## config.mk

```make
export PLATFORM = sky130hd
export DESIGN_NAME = sorted_min_priority_queue_core
export DESIGN_NICKNAME = d
export VERILOG_FILES = /design/src/hdl/spq_pkg.sv /design/src/hdl/spq_cell.sv /design/src/hdl/sorted_min_priority_queue_core.sv
export SDC_FILE = /design/constraint.sdc
export NUM_CORES = 2
export LEC_CHECK = 0
export ABC_AREA = 1
export ABC_CLOCK_PERIOD_IN_PS = 8800
export BUFFER_PORTS_ARGS = -buffer_cell sky130_fd_sc_hd__clkbuf_2
export CORE_MARGIN = 4
export CORE_UTILIZATION = 25
export DETAILED_ROUTE_END_ITERATION = 8
export GPL_TIMING_DRIVEN = 0
export SETUP_SLACK_MARGIN = 0.02
export SKIP_LAST_GASP = 1
export SLEW_MARGIN = 20
export SYNTH_ARGS = -nofsm -noshare
export SYNTH_HDL_FRONTEND = slang
export SYNTH_SLANG_ARGS = --single-unit
```

## constraint.sdc

```tcl
create_clock -name clk -period 8.8 [get_ports clk]
set_input_delay 1.76 -clock clk [delete_from_list [all_inputs] [get_ports clk]]
set_output_delay 1.76 -clock clk [all_outputs]
set_load 0.1 [all_outputs]
```

## src/hdl/spq_pkg.sv

```systemverilog
// shared types and constants of the sorted min priority queue
package spq_pkg;

    localparam int CAPACITY    = 16;
    localparam int KEY_WIDTH   = 32;
    localparam int IDX_WIDTH   = $clog2(CAPACITY + 1);
    localparam int PORT_KEY_W  = 32;
    localparam int PORT_CNT_W  = 5;

    typedef logic signed [KEY_WIDTH-1:0] key_t;
    typedef logic [IDX_WIDTH-1:0]        count_t;

    typedef enum logic {
        FUNC_PUSH = 1'b0,
        FUNC_POP  = 1'b1
    } func_t;

    typedef enum logic [1:0] {
        STATUS_OK    = 2'd0,
        STATUS_EMPTY = 2'd1,
        STATUS_FULL  = 2'd2
    } status_t;

    typedef struct packed {
        logic push;
        logic pop;
        key_t key;
    } cell_ctrl_t;

endpackage

```

## src/hdl/spq_cell.sv

```systemverilog
// one storage cell of the sorted shift chain
module spq_cell
    import spq_pkg::*;
(
    input  logic       clk,
    input  cell_ctrl_t ctrl,
    input  logic       occupied,
    input  key_t       prev_key,
    input  logic       prev_gt,
    input  key_t       next_key,
    output key_t       key,
    output logic       gt
);

    key_t key_reg;
    key_t key_next;

    // cell is past the insert point when empty or holding a larger key
    assign gt  = !occupied || (key_reg > ctrl.key);
    assign key = key_reg;

    always_comb
    begin
        key_next = key_reg;
        if (ctrl.push && gt)
        begin
            key_next = prev_gt ? prev_key : ctrl.key;
        end
        else if (ctrl.pop)
        begin
            key_next = next_key;
        end
    end

    always_ff @(posedge clk)
    begin
        key_reg <= key_next;
    end

endmodule

```

## src/hdl/sorted_min_priority_queue_core.sv

```systemverilog
// top level of the sorted min priority queue: cell chain, count and result registers
// result: the result item appears with done in the cycle after start is taken
// throughput: one item per cycle, busy stays low; every cell compares and shifts in parallel
// reset: rst_n clears the entry count, the status and the done strobe; stored keys need no clearing
// the receiver cannot stall: each result is shown for exactly one cycle
module sorted_min_priority_queue_core
    import spq_pkg::*;
(
    input  logic                         clk,
    input  logic                         rst_n,
    input  logic                         start,
    input  logic                         func,
    input  logic signed [PORT_KEY_W-1:0] key_in,
    output logic                         busy,
    output logic                         done,
    output logic signed [PORT_KEY_W-1:0] front_key,
    output logic                         empty_res,
    output logic                         full_res,
    output logic [PORT_CNT_W-1:0]        entry_count,
    output logic [1:0]                   status
);

    count_t     count_reg;
    count_t     count_next;
    logic       done_reg;
    status_t    status_reg;
    status_t    status_next;
    logic       accept;
    logic       is_full;
    logic       queue_empty;
    cell_ctrl_t ctrl;
    logic signed [63:0] key_wide;
    logic signed [63:0] front_wide;

    key_t cell_key [CAPACITY];
    logic cell_gt  [CAPACITY];

    assign busy        = 1'b0;
    assign accept      = start && !busy;
    assign is_full     = (count_reg == count_t'(CAPACITY));
    assign queue_empty = (count_reg == '0);
    assign key_wide    = 64'(key_in);

    always_comb
    begin
        ctrl.key  = key_wide[KEY_WIDTH-1:0];
        ctrl.push = accept && (func_t'(func) == FUNC_PUSH) && !is_full;
        ctrl.pop  = accept && (func_t'(func) == FUNC_POP) && !queue_empty;
    end

    always_comb
    begin
        count_next  = count_reg;
        status_next = status_reg;
        if (ctrl.push)
        begin
            count_next = count_reg + count_t'(1);
        end
        else if (ctrl.pop)
        begin
            count_next = count_reg - count_t'(1);
        end
        if (accept)
        begin
            case (func_t'(func))
                FUNC_PUSH: status_next = is_full ? STATUS_FULL : STATUS_OK;
                FUNC_POP:  status_next = queue_empty ? STATUS_EMPTY : STATUS_OK;
                default:   status_next = STATUS_OK;
            endcase
        end
    end

    always_ff @(posedge clk or negedge rst_n)
    begin
        if (!rst_n)
        begin
            count_reg  <= '0;
            done_reg   <= 1'b0;
            status_reg <= STATUS_OK;
        end
        else
        begin
            count_reg  <= count_next;
            done_reg   <= accept;
            status_reg <= status_next;
        end
    end

    for (genvar i = 0; i < CAPACITY; i++)
    begin : g_cell
        spq_cell u_cell (
            .clk      (clk),
            .ctrl     (ctrl),
            .occupied (count_reg > count_t'(i)),
            .prev_key ((i == 0) ? ctrl.key : cell_key[(i == 0) ? 0 : i - 1]),
            .prev_gt  ((i == 0) ? 1'b0 : cell_gt[(i == 0) ? 0 : i - 1]),
            .next_key (cell_key[(i == CAPACITY - 1) ? i : i + 1]),
            .key      (cell_key[i]),
            .gt       (cell_gt[i])
        );
    end

    assign front_wide  = 64'(cell_key[0]);
    assign front_key   = queue_empty ? '0 : front_wide[PORT_KEY_W-1:0];
    assign done        = done_reg;
    assign empty_res   = queue_empty;
    assign full_res    = is_full;
    assign entry_count = PORT_CNT_W'(count_reg);
    assign status      = status_reg;

endmodule

```

==> impl_results.md <==
* Status: completed
* Die Y at around 410 µm
* Clk slew on worst S/H paths at about 0.050 ns
* Worst setup margin at between 2 and 3 ns
* Routed len/inst at around 16 µm
* CP Max Fanout at 32
* Largest net degree at the start of global routing at 33
* Dpl hpwl at 106000 µm
* Max Clk Rate at approximately 170 MHz
* Number of synthesized register bits at 520
* Placed cell count at 7819
* Reg2reg path depth at 8
* DR iter-0 viols at 2755
* Critical Path AT at between 6 and 7 ns
* PwrDens at around 280 nW/µm²
* Final Routed Wirelength at between 100000 and 150000 µm
* Core Rows at about 150
* Hold-fix buffers at CTS at 0
* Post-Syn Area at 41300 µm²
* Worst setup EP type: register
* NumNets Final at between 6000 and 7000
* Clock Sinks at 520
* Flop2flop setup slack at about 4.6 ns
* Filler cell count at about 18000
* Num CTS Buffers at 67
* DR DRC count at 0
* Gr usage total at between 10% and 20%
* Crit-path slowest cell: clkinv_1
* Drt via density at approximately 4.6
* Setup bufs post-CTS at 0
* Avg Inst Size Synth at 7.42 µm²
* Initial core utilization at about 25%
* Core ar. at 164000 µm²
* H-tree Lvls at 3
* Post-synth ARST share at roughly 1.5%
* Worst slew pin tran at 1.19 ns
* Post-cts sizing count at 0
* Yosys top cell by area: edfxtp_1
* Crit path max-delay family: simple AND/OR/NAND/NOR gates
* Gpl congestion at 0.882
* Worst Hold Class: register to register
* R2R Path End: g_cell[14].u_cell.key[4]
* Worst Skew at about 0.029 ns
* Top-area cell type share of the netlist area at 37.2%
* Wire length of the first global-routing pass at about 200000 µm
* Rel. slew slack at a little over 20%
* Critical Path Max Stage Delay at 0.82 ns
* Leakage power at around 0.023 µW
* WHS Endpoint: status[0]
* CTS tree: built
* Port bufs at 77
* Detailed Routing Iterations Pass 1 at 5
* Total negative slack at 0 ns
* Antenna violations before repair at 2
* Fin crit period at 5.91 ns
* Worst path most repeated cell: nand2_1
* Hold Crit Depth at 2
* EDFF count, synth at roughly 510
* Crit path required time at 9.04 ns
* Final worst hold slack at 0.487 ns
* Fin util at ~28%
* Mapped Cells at 5566
* Hold_sp: status[0]
* Setup CP Type: input pin to register
* Reg-to-reg startpoint: entry_count[1]
* Clock latency on the worst-skew pair at roughly 0.63 ns
* Setup violations, final at 0
* Final period util at roughly 67%
* Max-slew violations at 0
* Dominant cells by area after synthesis: edfxtp_1 (37%), nand2_1 (24%), ha_1 (16%), nand3_1 (7.0%), a21oi_1 (3.0%)
* Vias in the first global route at 35700
* Worst-path cell chain: clkbuf_2, clkinv_1, ha_1, nand2_1, nor2_1, nand2_1, nor4_2, nand2_1, nand2_1, nand2_1, nand2_1, nand2_2, nand2_2, nand2_4, buf_2, nand2_2
* Chip width at approximately 410 µm
* Die Area at 172000 µm²
* Max reg flops at roughly 510
* VDD IR max at between 0.0001 and 0.00015 V
* Routed Antenna Nets at 0
* Final Hold Vio Count at 0
* Syn Nets at 6119
* # IOs at 79
* Area growth, synth to finish at 12.8%
* Finished Layout Cells at between 7000 and 8000
* Worst setup SP type: input pin
* WP buf/inv at 3
* Vias post-DR at around 37000
* Clk root buf: clkbuf_16
* Share of cells above drive strength 1 at ~7.2%
* Clock Tree Buf Depth at 3
* Top_reg_cell synth: edfxtp_1
* Seq/Total Area, Yosys at 37.7%
* Unrepaired setup endpoints after global routing: false
* Synth warn at 0
* Post-Place Setup Slack at ~2.6 ns
* Yosys cell types at 46
* Gr ovfl total at 0
* MaxCap Viol Count at 0
worst register-to-register path, cell delays in order (launching register included):
cell and delay (ns):
dfrtp_1 0.45, inv_1 0.15, ha_1 0.19, nand3_1 0.12
nor2_1 0.19, inv_1 0.24, nand3_1 0.66, clkbuf_1 0.93
nand2_2 0.78
kinds of logic (layout without fill, tap and decap cells):
| family | after synthesis | after routing | synth area share [%] |
|---|---|---|---|
| fa+ha+maj | 517 | 517 | 15.7 |
| xor+xnor | 4 | 4 | 0.0848 |
| compound gates | 435 | 435 | 5.78 |
| flops | 520 | 520 | 37.7 |
| simple gates | 3507 | 3507 | 34.5 |
| buf+inv | 582 | 779 | 6.24 |
| other cells | 1 | 3 | 0.00908 |
routing by layer:
| layer | GRT usage [%] | routed length [µm] |
|---|---|---|
| met1 | 19.5 | 59000 |
| met5 | 0 | 0 |
| met2 | 23.6 | 58100 |
| met3 | 1.57 | 7000 |
| met4 | 5.14 | 4690 |
metrics by stage:
stage	area, µm²	power, µW
global placement	44400	10100
finish	46600	12900
global route	46600	14000
detailed placement	44500	10200
CTS	46600	13000
floorplan	41300	8570
report_power, final:
part | leakage, µW | internal, µW | switching [µW] | total [µW]
registers | 0.00501 | 3700 | 526 | 4230
clock network | 0.00102 | 1560 | 1140 | 2690
logic | 0.0169 | 1890 | 4110 | 5990
cell usage after synthesis (all sizes together), types with 9 or more instances:
library cell,number
a21oi,255
buf,172
clkbuf,94
edfxtp,512
ha,517
inv,315
nand2,2706
nand3,589
nand4,42
nor2,148
nor4,9
o21a,30
o21ai,130
cell type report:
cell class              instances  area, µm²  share of cell area [%]
flip-flops and latches        520      15600                    33.4
clock buffers                  86       1790                    3.84
well taps                    2175       2720                    5.84
diodes                          2       5.00                  0.0107
repair buffers                 78        413                   0.887
inverters                     316       1190                    2.55
clock inverters                33        282                   0.604
plain buffers                 266       1390                    2.98
multi-input cells            4464      23200                    49.8
how the worst max path moves through the flow:
stage                     cells past startpoint           start                        end
final                                        16      key_in[31]    g_cell[2].u_cell.key[7]
after floorplan                               9  entry_count[1]              front_key[10]
after global placement                       13      key_in[31]  g_cell[15].u_cell.key[27]
after global routing                         14      key_in[31]    g_cell[7].u_cell.key[4]
after detailed placement                     15      key_in[31]    g_cell[7].u_cell.key[7]
after CTS                                    15      key_in[31]    g_cell[7].u_cell.key[5]
placed cells by master (no fill, tap or decap), types with 4 or more instances in the layout:
cell | Yosys | layout
nand2_1 | 2688 | 2673
nand3_1 | 580 | 580
ha_1 | 517 | 517
edfxtp_1 | 512 | 512
inv_1 | 295 | 292
a21oi_1 | 248 | 247
nor2_1 | 147 | 147
buf_2 | 111 | 111
clkbuf_1 | 93 | 110
o21ai_0 | 101 | 101
clkbuf_2 | 1 | 78
clkbuf_16 | 0 | 69
nand4_1 | 42 | 42
buf_4 | 33 | 33
o21a_1 | 30 | 30
nand2_2 | 12 | 27
o21ai_1 | 29 | 26
inv_2 | 20 | 20
clkinv_1 | 1 | 18
buf_6 | 17 | 17
buf_1 | 11 | 11
clkinv_2 | 0 | 10
nor4_2 | 8 | 8
nand3_2 | 8 | 8
a21o_1 | 8 | 8
dfrtp_1 | 8 | 8
nor3_1 | 7 | 7
a21oi_4 | 5 | 6
nand2_4 | 6 | 6
o21bai_1 | 4 | 4
bufinv_16 | 0 | 4
Power figures use the tool's default switching activity.
